**config.mk**
```make
export PLATFORM = sky130hd
export DESIGN_NAME = speck_skid
export DESIGN_NICKNAME = d
export VERILOG_FILES = /design/src/hw/rtl/speck_pkg.sv /design/src/hw/rtl/speck_skid.sv
export SDC_FILE = /design/constraint.sdc
export NUM_CORES = 1
export LEC_CHECK = 0
export BUFFER_PORTS_ARGS = -buffer_cell sky130_fd_sc_hd__buf_4
export CORE_MARGIN = 5
export CORE_UTILIZATION = 50
export DETAILED_ROUTE_END_ITERATION = 7
export GPL_ROUTABILITY_DRIVEN = 0
export GPL_TIMING_DRIVEN = 0
export PLACE_DENSITY_LB_ADDON = 0.3
export SLEW_MARGIN = 20
export SYNTH_ARGS = -nofsm -noshare
export SYNTH_HDL_FRONTEND = slang
export SYNTH_SLANG_ARGS = --single-unit
export TNS_END_PERCENT = 5
```
**constraint.sdc**
```tcl
create_clock -name clk_i -period 14.05 [get_ports clk_i]
set_clock_uncertainty 0.05 [all_clocks]
set_input_delay 2.81 -clock clk_i [delete_from_list [all_inputs] [get_ports clk_i]]
set_output_delay 2.81 -clock clk_i [all_outputs]
set_load 0.01 [all_outputs]
```
**src/hw/rtl/speck_pkg.sv**
```systemverilog
package speck_pkg;

  localparam int unsigned WordW = 64;
  localparam int unsigned ROUNDS = 32;
  localparam int unsigned RndW = (ROUNDS > 1) ? $clog2(ROUNDS) : 1;

  // Configuration register indexes.
  localparam int unsigned CfgIdxW = 2;
  localparam logic [CfgIdxW-1:0] REG_KEY_LOW = 2'd0;
  localparam logic [CfgIdxW-1:0] REG_KEY_HIGH = 2'd1;

  localparam int unsigned RorAmt = 8;
  localparam int unsigned RolAmt = 3;

  typedef logic [WordW-1:0] word_t;

  typedef struct packed {
    word_t x;
    word_t y;
  } blk_t;

  typedef struct packed {
    word_t x;
    word_t y;
    word_t k;
    word_t l;
  } stage_t;

  function automatic word_t ror_f(word_t v);
    return (v >> RorAmt) | (v << (WordW - RorAmt));
  endfunction

  function automatic word_t rol_f(word_t v);
    return (v << RolAmt) | (v >> (WordW - RolAmt));
  endfunction

  // One cipher round together with the matching key-schedule step.
  function automatic stage_t round_f(stage_t s, logic [RndW-1:0] rnd);
    stage_t r;
    r.x = (ror_f(s.x) + s.y) ^ s.k;
    r.y = rol_f(s.y) ^ r.x;
    r.l = (ror_f(s.l) + s.k) ^ WordW'(rnd);
    r.k = rol_f(s.k) ^ r.l;
    return r;
  endfunction

endpackage

```
**src/hw/rtl/speck_skid.sv**
```systemverilog
module speck_skid
  import speck_pkg::*;
(
  input  logic   clk_i,
  input  logic   rst_ni,
  input  logic   in_valid_i,
  output logic   in_ready_o,
  input  blk_t   in_data_i,
  output logic   out_valid_o,
  input  logic   out_ready_i,
  output blk_t   out_data_o
);

  logic valid_q;
  logic skid_q;
  blk_t data_q;
  blk_t skid_data_q;
  logic main_free;

  // Ready depends only on the skid register, so the output handshake never
  // reaches the ready chain of the round stages combinationally.
  assign in_ready_o = !skid_q;
  assign main_free = !valid_q || out_ready_i;

  always_ff @(posedge clk_i or negedge rst_ni) begin
    if (!rst_ni) begin
      valid_q <= 1'b0;
      skid_q <= 1'b0;
    end else if (main_free) begin
      if (skid_q) begin
        valid_q <= 1'b1;
        skid_q <= 1'b0;
      end else begin
        valid_q <= in_valid_i;
      end
    end else if (in_valid_i && !skid_q) begin
      skid_q <= 1'b1;
    end
  end

  always_ff @(posedge clk_i) begin
    if (main_free) begin
      if (skid_q) begin
        data_q <= skid_data_q;
      end else if (in_valid_i) begin
        data_q <= in_data_i;
      end
    end else if (in_valid_i && !skid_q) begin
      skid_data_q <= in_data_i;
    end
  end

  assign out_valid_o = valid_q;
  assign out_data_o = data_q;

endmodule

```
Word-level counts from Yosys, hierarchy flattened
Index checks and enable logic that the tools add are counted.
Widths: inputs -> output; s select.
{"block": "totals", "reg_bits": 258, "input_bits": 132, "out_inout_bits": 130, "word_cells": 20}
{"block": "op_classes", "bitwise": 1, "muxes": 5, "n_reduce_logical": 8}
{"cell": "$mux 128", "count": 2}
{"cell": "$reduce_and 2->1", "count": 2}
{"cell": "$reduce_bool 2->1", "count": 2}
{"cell": "$mux 1", "count": 3}
{"cell": "$logic_not 1->1", "count": 2}
{"cell": "$logic_and 1x1->1", "count": 1}
{"cell": "$logic_or 1x1->1", "count": 1}
{"cell": "$not 1->1", "count": 1}

Depth between registers and ports, before layout
{"block": "depth", "depth_word": 4, "depth_mapped": 4, "depth_no_buf": 2}

Least setup slack after synthesis
Ideal clock, no wire load.
{"block": "synth_path", "path_kind": "input -> register", "from": "in out_ready_i", "to": "reg skid_data_q[0] (netlist bit), enable pin", "t_required_ns": 13.203, "setup_ns": 0.797, "cell_stages": 2, "path_buffers": 0, "path_slack_ns": 0.929, "t_arrival_ns": 12.273, "path_cell_list": "nand2b_1 -> nor3b_1"}
{"block": "synth_via", "elab_chain_len": 3}
{"item": "start: declaration", "line_no": "speck_skid.sv:10", "rtl": "input logic out_ready_i,"}
{"item": "$logic_or 1x1->1", "line_no": "speck_skid.sv:23", "rtl": "assign main_free = !valid_q || out_ready_i;"}
{"item": "$not 1->1 (no line)"}
{"item": "$reduce_and 2->1 (no line)"}
{"item": "end signal: assignment", "line_no": "speck_skid.sv:49", "rtl": "skid_data_q <= in_data_i;"}
{"item": "end: declaration", "line_no": "speck_skid.sv:17", "rtl": "blk_t skid_data_q;"}
Every way passes these cells.
A chain may end at the register's enable or synchronous reset.

Worst setup path in the final report
{"block": "layout_path", "from": "reg skid_q", "to": "out in_ready_o"}
{"block": "layout_via", "elab_chain_len": 1}
{"item": "start: declaration", "line_no": "speck_skid.sv:15", "rtl": "logic skid_q;"}
{"item": "start signal: assignment", "line_no": "speck_skid.sv:28", "rtl": "skid_q <= 1'b0;"}
{"item": "start signal: assignment", "line_no": "speck_skid.sv:32", "rtl": "skid_q <= 1'b0;"}
{"item": "start signal: assignment", "line_no": "speck_skid.sv:37", "rtl": "skid_q <= 1'b1;"}
{"item": "$logic_not 1->1", "line_no": "speck_skid.sv:22", "rtl": "assign in_ready_o = !skid_q;"}
{"item": "end: declaration", "line_no": "speck_skid.sv:7", "rtl": "output logic in_ready_o,"}
Every way passes these cells.

==> impl_metrics.yaml <==
cells_and_area:
  diodes: 0
  multi_input_area_um2: 1820
  drive_gt1_share_pct: 62.4
  seqCellArea_um2: 7740
  syn2layout_area_growth_pct: 34.5
  n_fill_cell: 1290
  fin_area_um2: 13000
  nNetsFinal: 849
outcome:
  status: "complete, no violations"
synthesis:
  netlist_area_um2: 9690
  yosys_register_bits: 258
  ys_warn_count: 0
  synth_top_area_share_pct: 79.3
  synth_area_leaders: "edfxtp_1 79%, mux2_4 14%, mux2_2 4.6%"
  syn_inst: 408
  synth_cell_types: 13
  syn_area_per_cell_um2: 23.8
  yosysSeqAreaShare_pct: 79.8
  synth_area_leader_cell: "edfxtp_1"
  synth_nets: 540
detailed_routing:
  drtIter0Drc: 217
  routedWlPerCell_um: 19.5
  avgViaCountPerCell: 4.87
  vias: 4867
  drc: 0
  drtPass1Iterations: 4
  drtAntennaViolNets: 0
  drt_wl_total_um: 19500
grt:
  grt_max_degree: 27
  globalRouteMet1Util_pct: 21.1
  grt-busiest-layer: "met2"
  overflow: 0
  first_global_vias: 5333
  grt_use_met2_pct: 27.9
  antenna_found_initial: 0
  grt_use_met3_pct: 6.78
  grt_first_pass_wirelength_um: 29600
  grtUsageTotal_pct: 17.0
clock_network:
  clock-sinks: 258
  postCtsHoldBufs: 0
  clk-insertion-delay-late_ns: 0.52
  clock-root-buffer: "clkbuf_16"
  cts.path.max_buffers: 3
  htree_levels: 1
  cts.reportedPaths.clkPinSlew_ns: 0.06
  cts_buffers: 27
  post_cts_buffers: 0
  cts_tree: "built"
  postCtsResizedCells: 0
worst_hold_path:
  hp-class: "register to register"
  hold_depth: 1
  hold_start: "skid_data_q[28]"
  min_to: "out_data_o[28]"
die:
  ios: 262
  die_area_um2: 22300
  core.rowCount: 51
  core_area_um2: 19300
  die_x_um: 149
  die_y_um: 149
  initial_core_util_pct: 50.3
setup_path:
  crit_arrival_ns: 1.53
  required_ns: 11.19
  start_kind: "register"
  worstSetupPathType: "register to output pin"
  rrSetupSlack_ns: 11.68
  path_cells: "buf_6 > buf_8 > buf_6 > inv_1 > buf_4"
  rr_endpoint: "skid_data_q[52]"
  crit_top_cell: "buf_6"
  cp_max_fo: 10
  cp-end-kind: "output pin"
  path_delay_family: "buffers and inverters"
  cp_slowest_cell: "dfrtp_1"
  timing.rr.start: "skid_q"
  reg2reg_depth: 7
  cpPeakStageDelay_ns: 0.34
  path_buf_inv: 5
placed_design:
  placed_area_um2: 12200
  dp_hpwl_um: 14300
  io_buffers: 261
flow_run:
  drv_cap: 0
sta:
  rsz0062_at_grt: "false"
  min_period_ns: 4.39
  drv_slew: 0
  finalHoldViolCount: 0
  clock.fmax_mhz: 228
  period_share_pct: 31.2
  setup_viol_count_final: 0
  worst_pin_slew_ns: 0.681
  slew_headroom_pct: 54.5
power_and_ir_drop:
  ir_worst_vdd_mv: 0.135
  leakagePower_nw: 5.13
  power_w: 0.00178
  p_per_area_nw_per_um2: 137
[metrics by stage]
| step | hold WS (ns) | cells | setup WS [ns] | TNS [ns] | utilization [%] |
|---|---|---|---|---|---|
| 2_1_floorplan | 0.473 | 408 | 0.929 | 0 | - |
| 3_3_place_gp | 0.479 | 934 | -3.44 | -439.14 | 62.2 |
| 3_5_place_dp | 0.481 | 953 | 9.31 | 0 | 63.5 |
| 4_1_cts | 0.492 | 999 | 9.62 | 0 | 67.6 |
| 5_1_grt | 0.501 | 999 | 9.57 | 0 | 67.6 |
| 6_report | 0.495 | 999 | 9.66 | 0 | 67.6 |
[final cells by class]
type / instances / area share, %
plain buffers: 15 / 1.13
clock buffers: 31 / 5.30
clock inverters: 15 / 0.873
inverters: 1 / 0.0288
multi-input cells: 134 / 13.9
flip-flops and latches: 258 / 59.4
well taps: 265 / 2.54
repair buffers: 280 / 16.8
[cells in the mapped netlist]
cell	instances
buf_2	4
buf_6	10
buf_8	1
dfrtp_1	2
edfxtp_1	256
inv_1	1
mux2_2	40
mux2_4	88
nand2_1	1
nand2b_1	1
nor2_1	2
nor2b_1	1
nor3b_1	1
[worst max path at each step]
stage	from	endpoint	slack (ns)	depth (start not counted)
after floorplan	out_ready_i	skid_data_q[0]	0.93	2
after global placement	out_ready_i	skid_data_q[80]	-3.44	3
after detailed placement	out_ready_i	skid_data_q[52]	9.31	6
after CTS	skid_q	in_ready_o	9.62	5
after global routing	skid_q	in_ready_o	9.57	5
final	skid_q	in_ready_o	9.66	5
[state kept, by name, indices dropped and copies added (netlist names)]
name	cells
out_data_o	128
skid_data_q	128
out_valid_o	1
skid_q	1
[per-layer routing]
layer / vias up / part of all wire (%)
met5: - / 0
li1: 2245 / -
met2: 201 / 49
met4: 0 / 2.2
met3: 34 / 11
met1: 2387 / 38
[cells in the final DEF (no fill, tap or decap), types with 2 or more instances in the layout]
master and count:
clkinv_2 4, nor2_1 2, buf_16 3, clkbuf_1 4
edfxtp_1 256, mux2_4 88, buf_2 4, buf_6 12
bufinv_16 2, buf_12 2, clkinv_1 9, buf_4 273
mux2_2 40, dfrtp_1 2, clkbuf_16 27
[where the power goes]
part           switching, W  internal (W)
logic             0.0000911      0.000119
clock network      0.000268      0.000384
registers         0.0000136      0.000910
[cells by family after synthesis]
logic type             Yosys count  synth area share [%]
flip-flops                     258                  79.8
multiplexers                   128                  18.3
buffers and inverters           16                  1.56
AND/OR/NAND/NOR                  6                 0.323
Note: power is estimated with default switching activity, not from simulation.
