[config.mk]
export PLATFORM = sky130hd
export DESIGN_NAME = speck_round
export DESIGN_NICKNAME = d
export VERILOG_FILES = /design/src/hw/rtl/speck_pkg.sv /design/src/hw/rtl/speck_round.sv
export SDC_FILE = /design/constraint.sdc
export NUM_CORES = 1
export LEC_CHECK = 0
export ABC_AREA = 1
export BUFFER_PORTS_ARGS = -buffer_cell sky130_fd_sc_hd__buf_2
export CORE_UTILIZATION = 45
export DETAILED_ROUTE_END_ITERATION = 12
export HOLD_SLACK_MARGIN = 0.12
export PLACE_DENSITY = 0.75
export SKIP_CTS_REPAIR_TIMING = 1
export SLEW_MARGIN = 15
export SYNTH_ARGS = -nofsm -noshare
export SYNTH_HDL_FRONTEND = slang
export SYNTH_SLANG_ARGS = --single-unit
[constraint.sdc]
create_clock -name clk_i -period 15.45 [get_ports clk_i]
set_clock_uncertainty 0.1 [all_clocks]
set_input_delay 0.7725 -clock clk_i [delete_from_list [all_inputs] [get_ports clk_i]]
set_output_delay 0.7725 -clock clk_i [all_outputs]
set_load 0.02 [all_outputs]
[src/hw/rtl/speck_pkg.sv]
package speck_pkg;

  localparam int unsigned WordW = 64;
  localparam int unsigned ROUNDS = 32;
  localparam int unsigned RndW = (ROUNDS > 1) ? $clog2(ROUNDS) : 1;

  // Configuration register indexes.
  localparam int unsigned CfgIdxW = 2;
  localparam logic [CfgIdxW-1:0] REG_KEY_LOW = 2'd0;
  localparam logic [CfgIdxW-1:0] REG_KEY_HIGH = 2'd1;

  localparam int unsigned RorAmt = 8;
  localparam int unsigned RolAmt = 3;

  typedef logic [WordW-1:0] word_t;

  typedef struct packed {
    word_t x;
    word_t y;
  } blk_t;

  typedef struct packed {
    word_t x;
    word_t y;
    word_t k;
    word_t l;
  } stage_t;

  function automatic word_t ror_f(word_t v);
    return (v >> RorAmt) | (v << (WordW - RorAmt));
  endfunction

  function automatic word_t rol_f(word_t v);
    return (v << RolAmt) | (v >> (WordW - RolAmt));
  endfunction

  // One cipher round together with the matching key-schedule step.
  function automatic stage_t round_f(stage_t s, logic [RndW-1:0] rnd);
    stage_t r;
    r.x = (ror_f(s.x) + s.y) ^ s.k;
    r.y = rol_f(s.y) ^ r.x;
    r.l = (ror_f(s.l) + s.k) ^ WordW'(rnd);
    r.k = rol_f(s.k) ^ r.l;
    return r;
  endfunction

endpackage

[src/hw/rtl/speck_round.sv]
module speck_round
  import speck_pkg::*;
(
  input  logic            clk_i,
  input  logic            rst_ni,
  input  logic [RndW-1:0] rnd_i,
  input  logic            in_valid_i,
  output logic            in_ready_o,
  input  stage_t          in_data_i,
  output logic            out_valid_o,
  input  logic            out_ready_i,
  output stage_t          out_data_o
);

  logic   valid_q;
  stage_t data_q;
  stage_t data_d;

  // The stage takes a new item when it is empty or its item moves on.
  assign in_ready_o = !valid_q || out_ready_i;
  assign data_d = round_f(in_data_i, rnd_i);

  always_ff @(posedge clk_i or negedge rst_ni) begin
    if (!rst_ni) begin
      valid_q <= 1'b0;
    end else if (in_ready_o) begin
      valid_q <= in_valid_i;
    end
  end

  always_ff @(posedge clk_i) begin
    if (in_ready_o && in_valid_i) begin
      data_q <= data_d;
    end
  end

  assign out_valid_o = valid_q;
  assign out_data_o = data_q;

endmodule

Word level (Yosys, flattened, before mapping)
Cells that the tools add are included.
Word-level totals
  register bits after elaboration: 257
  input port bits: 265
  output and inout bits: 258
  word-level logic and storage cells: 18
Operators by class
  $add $sub $neg: 2
  bitwise logic cells: 8
  reduce and logical (&&, ||, !) cells: 3
Operators with widths (count)
  $xor A64 B64 Y64: 3
  $add A64 B64 Y64: 2
  $or A56 B64 Y64: 2
  $or A64 B3 Y64: 2
  $xor A64 B5 Y64: 1
  $logic_and A1 B1 Y1: 1
  $logic_not A1 Y1: 1
  $logic_or A1 B1 Y1: 1

Longest topological paths before layout
Gate-level depths: netlist (run 1).
  word-level depth: 4
  gate-level depth with buffers: 17
  gate-level depth less buffers: 17

Worst setup path before layout (run 1)
OpenSTA, ideal clock, no wires.
  path kind: input to register
  start: input port in_valid_i
  end: register data_q (netlist bit out_data_o[0]), enable pin
  setup time: 0.959 ns
  arrival time: 13.090 ns
  data required time: 14.391 ns
  path slack: 1.301 ns
  cell stages on the path: 2
  path buffers: 0
  path through: inv_1 > a21oi_1
Between the ends
  word-level cells in the longest chain between the ends: 1
RTL lines
  from (decl): line speck_round.sv:7  | input logic in_valid_i,
  $logic_and A1 B1 Y1: line speck_round.sv:32  | if (in_ready_o && in_valid_i) begin
  to (signal assigned): line speck_round.sv:33  | data_q <= data_d;
  to (decl): line speck_round.sv:16  | stage_t data_q;
Every way passes these cells.
A chain may end at the register's enable or synchronous reset.

Worst setup path after layout (run 1)
  start: register valid_q, in the netlist out_valid_o
  end: register data_q (netlist bit out_data_o[13]), enable pin
Between the ends
  word-level cells in the longest chain between the ends: 3
RTL lines
  from (decl): line speck_round.sv:15  | logic valid_q;
  from (signal assigned): line speck_round.sv:27  | valid_q <= in_valid_i;
  $logic_not A1 Y1: line speck_round.sv:20  | assign in_ready_o = !valid_q || out_ready_i;
  $logic_or A1 B1 Y1: line speck_round.sv:20
  $logic_and A1 B1 Y1: line speck_round.sv:32
Every way passes these cells.

==> flow_metrics.tcl, run 1 <==
set metrics [dict create \
    clockRootBuffer "clkbuf_16" \
    gp_congestion 0.985 \
    port_buffers 522 \
    fin_setup_tns_ns 0 \
    critical_path.n_buffers_inverters 3 \
    max_stage_delay_ns 0.89 \
    rsz_0062_raised_after_global_routing "no" \
    worstSetupPathType "reg2reg" \
    final_cell_mix "nand2_1, inv_1, buf_2" \
    core_area_um2 48800 \
    vdd_ir_drop_max_uv 86.9 \
    wire_length_of_the_first_global_routing_pass_um 123000 \
    timing_max_transition_violations_final 0 \
    worstReg2RegEnd "out_data_o[13]" \
    regArea_um2 7710 \
    timing.critical_path.mode_cell "buf_4" \
    pwr-share-seq 0.357 \
    timing.slew.headroom 0.351 \
    synth.ff_latch_count 257 \
    drive_above_1_share 0.170 \
    area_of_the_mapped_netlist_um2 22300 \
    crit_path_end "out_data_o[13]" \
    p_sw_w 0.000970 \
    synth_enable_flop_cells 256 \
    row_count 81 \
    setup.worst_path.start_class "flop" \
    timing.hold.worst.class "in2reg" \
    run_status "finished, final reports clean" \
    multi_input_area_um2 11700 \
    cts_tree "yes" \
    sink_count_of_the_clock_tree 257 \
    power.static_leakage_nw 15.4 \
    tightest_slew_ns 0.973 \
    clock_insertion_delay_worst_skew_ns 0.59 \
    dpl.hpwl_um 72900 \
    die_height_um 224 \
    crit_family "buffers and inverters" \
    wirelength_um 84200 \
    floorplan.io_pins 523 \
    synth_area_per_cell_um2 6.80 \
    flow.area_growth_from_synthesis_pct 20.3 \
    synth-main-ff-cell "edfxtp_1" \
    yosysSeqAreaShare 0.346 \
    beginning_of_the_critical_path "out_valid_o" \
    worst_setup_path_end_kind "flop" \
    clkTransAtPathRegs_ns 0.06 \
    share_clk_of_total_power 0.282 \
    finalNetCount 4226 \
    worst-path-max-fanout 70 \
    layout_commonest_cell "nand2_1" \
    hold-path-cell-count 3 \
    grt.overflow.total 0 \
    path_cells "a21oi_4, buf_4, buf_4, buf_4" \
    cp_slowest_cell "buf_4" \
    arrival_time_at_the_worst_endpoint_ns 3.51 \
    cts_htree_levels 1 \
    length_in_cells_of_the_worst_reg_to_reg_path 4 \
    intPower_w 0.00163 \
    timing.rr.start "out_valid_o" \
    yosys.cell_types.count 30 \
    worst_ep_required_time_ns 15.55 \
    die_width_um 224 \
    route.vias.total 22000 \
    drtIter0Drc 1602 \
    synth_async_sr_flop_share 0.00389 \
    numCtsBuffers 30 \
    netlist_instances 3274 \
    largest_net_degree_at_the_start_of_global_routing 75 \
    synth-warning-count 0 \
    critical_path_cell_count 4 \
    grt_antenna_before_repair 3 \
    mappedNetlistNets 3667 \
    drtAntennaViolNets 0 \
    timing_hold_violations_final 0 \
    grt.total_usage 0.330 \
    wire_per_inst_um 18.6 \
    die_area_um2 50400 \
    min_period_over_period 0.220 \
    pwrdens_nw_per_um2 97.2 \
    n_fill_cell 4992 \
    drcViolationCount 0 \
    maxCapViolations 0 \
    max_freq_mhz 294 \
    grt_pass1_vias 20700 \
    cts_max_path_buffers 3 \
    final_count_of_negative_setup_slack_endpoints 0 \
    power.share.switching 0.373 \
    floorplan.initialDensity 0.456 \
    clock_period_minus_final_worst_setup_slack_ns 3.41 \
    drt_first_pass_iters 6 \
    post_drt_via_cell_ratio 4.87 \
    combinationalPowerShare 0.362 \
    p_total_w 0.00260 \
    setup_slack_reg_to_reg_ns 12.04 \
]
## worst min-delay path, cell delays in order
cell     delay [ns]
buf_2          0.07
inv_1          0.06
nand2_1        0.07
## worst min-delay path by stage
stage                           from          end
after floorplan               rst_ni  out_valid_o
after global placement        rst_ni  out_valid_o
after detailed placement      rst_ni  out_valid_o
after CTS                     rst_ni  out_valid_o
after global routing      in_valid_i  out_valid_o
final                     in_valid_i  out_valid_o
## power by group through the flow
| stage | logic (W) | clock network, W | registers (W) |
|---|---|---|---|
| finish | 0.000941 | 0.000733 | 0.000929 |
| global route | 0.00103 | 0.000769 | 0.000934 |
| global placement | 0.000920 | 0 | 0.000941 |
| CTS | 0.000933 | 0.000744 | 0.000929 |
| detailed placement | 0.000928 | 0 | 0.000942 |
| floorplan | 0.000495 | 0 | 0.00106 |
## state kept, by name, indices dropped and copies added (netlist names)
| register | count |
|---|---|
| out_data_o | 256 |
| out_valid_o | 1 |
## synth_stat cells (all sizes together) (4+ instances only)
cell type	count	area, um^2
a21oi	96	480
edfxtp	256	7690
ha	126	1580
inv	756	2840
nand2	1371	5210
nand3	177	966
nand3b	20	150
nand4	11	68.8
nor2	194	766
nor3	27	170
nor4	5	37.5
o21ai	11	55.1
o21bai	4	30.0
xnor2	64	561
xor2	132	1250
xor3	13	309
## per-stage QoR
step	cell area [um^2]	worst slack (ns)	std cells	hold WS, ns	util
after floorplan	22300	1.30	3274	0.377	-
after global placement	25800	11.73	4464	0.448	0.527
after detailed placement	25800	11.66	4464	0.452	0.527
after CTS	26800	12.11	4520	-0.180	0.548
after global routing	26800	11.85	4523	0.322	0.548
final	26800	12.04	4523	0.314	0.548
## per-layer routing
metal  global-route usage  routed length [um]  up-vias
met3               0.0350                5410      156
met5                    0                   0        -
li1                     -                   -    11100
met4                0.135                3750        0
met2                0.555               39400      795
met1                0.431               35700    10000
## final cells by class
cell class / count / share of cell area
Sequential cell: 257 / 0.288
Multi-Input combinational cell: 2261 / 0.438
Timing Repair Buffer: 527 / 0.0990
Clock buffer: 32 / 0.0291
Antenna cell: 2 / 0.000187
Clock inverter: 24 / 0.00883
Tap cell: 664 / 0.0310
Inverter: 756 / 0.106
## cells by family after synthesis
kind of cell,Yosys count,share of synthesized area
compound gates,112,0.0257
simple gates,1812,0.333
buf+inv,756,0.127
fa+ha+maj,128,0.0726
flops,257,0.346
xor+xnor,209,0.0953
Power figures use the tool's default switching activity.
==> run 2, diff against run 1 <==
- ABC_AREA: 1 -> 0
- CORE_AREA: default -> 2 2 204 206
- CORE_UTILIZATION: 45 -> default
- DIE_AREA: default -> 0 0 206 208
- PLACE_DENSITY: 0.75 -> 0.76
- clock period: 15.45 -> 3.05 ns (I/O delays scaled with it)
==> run 2 against run 1 <==
- global-route usage decreased by 2.9 points
- hold slack got worse by 0.21 ns
- synthesized cell count decreased by 51%
- die area decreased by 15%
- critical path type is now in2reg
- largest cell class unchanged
==> flow_metrics.tcl, run 2 <==
set metrics [dict create \
    run_status "finished, final reports clean" \
    ys_top_cells_by_count "edfxtp_1, xor2_1, a21oi_1, xnor2_1, ha_1" \
    flow.area_growth_from_synthesis_pct 50.7 \
    drtIter0Drc 1338 \
    drive_above_1_share 0.378 \
    clockRootBuffer "clkbuf_16" \
    netlist_instances 1594 \
    route.vias.total 17500 \
    drcViolationCount 0 \
    maxCapViolations 0 \
    grt_pass1_vias 16700 \
    synth_area_per_cell_um2 10.7 \
    grt.total_usage 0.301 \
    die_height_um 208 \
    synth_largest_type_area_fraction 0.450 \
    grt_antenna_before_repair 13 \
    timing.slew.headroom 0.518 \
    largest_net_degree_at_the_start_of_global_routing 120 \
    final_count_of_negative_setup_slack_endpoints 0 \
    cts_htree_levels 1 \
    dpl.hpwl_um 56000 \
    core_area_um2 40600 \
    port_buffers 522 \
    worst_setup_path_end_kind "flop" \
    yosys.area.top_type "edfxtp_1" \
    floorplan.io_pins 523 \
    yosys.cell_types.count 67 \
    largest_reg_flops 256 \
    clkTransAtPathRegs_ns 0.06 \
    worst_ep_required_time_ns 3.24 \
    synth-warning-count 0 \
    drt_first_pass_iters 6 \
    power.static_leakage_nw 11.7 \
    min_period_over_period 0.972 \
    post_drt_via_cell_ratio 5.45 \
    cts_tree "yes" \
    mappedNetlistNets 1987 \
    wire_per_inst_um 22.1 \
    synth.ff_latch_count 257 \
    numCtsBuffers 28 \
    wirelength_um 70800 \
    die_width_um 206 \
    sink_count_of_the_clock_tree 257 \
    timing_hold_violations_final 0 \
    die_area_um2 42800 \
    max_freq_mhz 337 \
    yosysSeqAreaShare 0.451 \
    clock_insertion_delay_worst_skew_ns 0.56 \
    yosysMostFrequentCell "edfxtp_1" \
    area_of_the_mapped_netlist_um2 17100 \
    n_fill_cell 3184 \
    wire_length_of_the_first_global_routing_pass_um 97800 \
    worst-path-max-fanout 3 \
    drtAntennaViolNets 0 \
    clock_period_minus_final_worst_setup_slack_ns 2.96 \
    layout_commonest_cell "buf_2" \
    floorplan.initialDensity 0.421 \
    gp_congestion 0.961 \
    pwrdens_nw_per_um2 524 \
    setup_slack_reg_to_reg_ns 1.31 \
    final_cell_mix "buf_2, buf_4, edfxtp_1" \
    arrival_time_at_the_worst_endpoint_ns 3.16 \
    row_count 74 \
    synth-main-ff-cell "edfxtp_1" \
    finalNetCount 3036 \
    tightest_slew_ns 0.723 \
    synth_async_sr_flop_share 0.00389 \
    setup.worst_path.start_class "input pin" \
    synth_area_leaders "edfxtp_1, xor2_1, ha_1, xnor2_1, a21oi_1" \
    whs_ns 0.102 \
    cts_max_path_buffers 3 \
    vdd_ir_drop_max_uv 447 \
    synth_enable_flop_cells 256 \
    worstSetupPathType "in2reg" \
    grt.overflow.total 0 \
    timing.hold.worst.class "in2reg" \
    timing_max_transition_violations_final 0 \
    postLayoutCoreUtil 0.635 \
]
==> run 2: cell type report <==
type                            instances  area [um^2]  area share
Antenna cell                           10         25.0    0.000971
Clock buffer                           33          741      0.0288
Clock inverter                         18          196     0.00763
Inverter                               42          158     0.00612
Multi-Input combinational cell       1242         9130       0.354
Sequential cell                       257         7710       0.299
Tap cell                              532          666      0.0258
Timing Repair Buffer                 1072         7140       0.277
==> run 2: kinds of logic (layout without fill, tap and decap cells) <==
logic type | after synthesis | after routing | synth area share
AO/OA/AOI/OAI | 437 | 437 | 0.164
AND/OR/NAND/NOR | 349 | 349 | 0.0995
XOR/XNOR | 328 | 328 | 0.169
flip-flops | 257 | 257 | 0.451
adder cells (fa/ha/maj) | 128 | 128 | 0.0946
buffers and inverters | 95 | 1165 | 0.0216
other | 0 | 10 | 0
==> run 2: final timing paths <==
check | from | endpoint | cells after the start
min in group asynchronous | rst_ni | out_valid_o | 3
max | in_data_i[9] | out_data_o[109] | 15
min reg2reg | out_valid_o | out_data_o[69] | 3
max in group asynchronous | rst_ni | out_valid_o | 3
min | in_data_i[25] | out_data_o[17] | 4
max reg2reg | out_valid_o | out_data_o[40] | 3
==> run 2: where the power goes <==
group	total, W	leakage [nW]	internal (W)	switching [W]
combinational	0.00515	8.80	0.00220	0.00295
sequential	0.00480	2.45	0.00465	0.000158
clock	0.00356	0.465	0.00207	0.00149
total	0.0135	11.7	0.00892	0.00459
==> run 2: worst max-delay path: stages <==
cell and delay, ns:
buf_2 0.11, buf_4 0.13, ha_1 0.29, a21o_1 0.15, nand4_1 0.17, a32oi_2 0.35
a221oi_1 0.13, buf_4 0.18, nor3b_1 0.27, buf_4 0.17, o21ai_1 0.08, and2_1 0.20
o31a_1 0.33, xnor2_1 0.32, xor2_1 0.12
==> run 2: metrics by stage <==
step	setup TNS (ns)	instances	setup slack, ns	total power, W	instance area (um^2)
finish	0	3206	0.0867	0.0135	25800
detailed placement	-46.65	2999	-0.741	0.00969	23200
CTS	-1.12	3050	-0.197	0.0133	24200
global route	-0.0390	3206	-0.0348	0.0140	25800
global placement	-43.94	2999	-0.792	0.00960	23200
floorplan	0	1594	0.0104	0.00748	17100
==> run 2: metal layers <==
metal	wire, um	track usage	part of all wire
met1	28000	0.383	0.40
met2	34300	0.519	0.49
met3	5400	0.0435	0.076
met4	2960	0.104	0.042
met5	36	0	0.00051
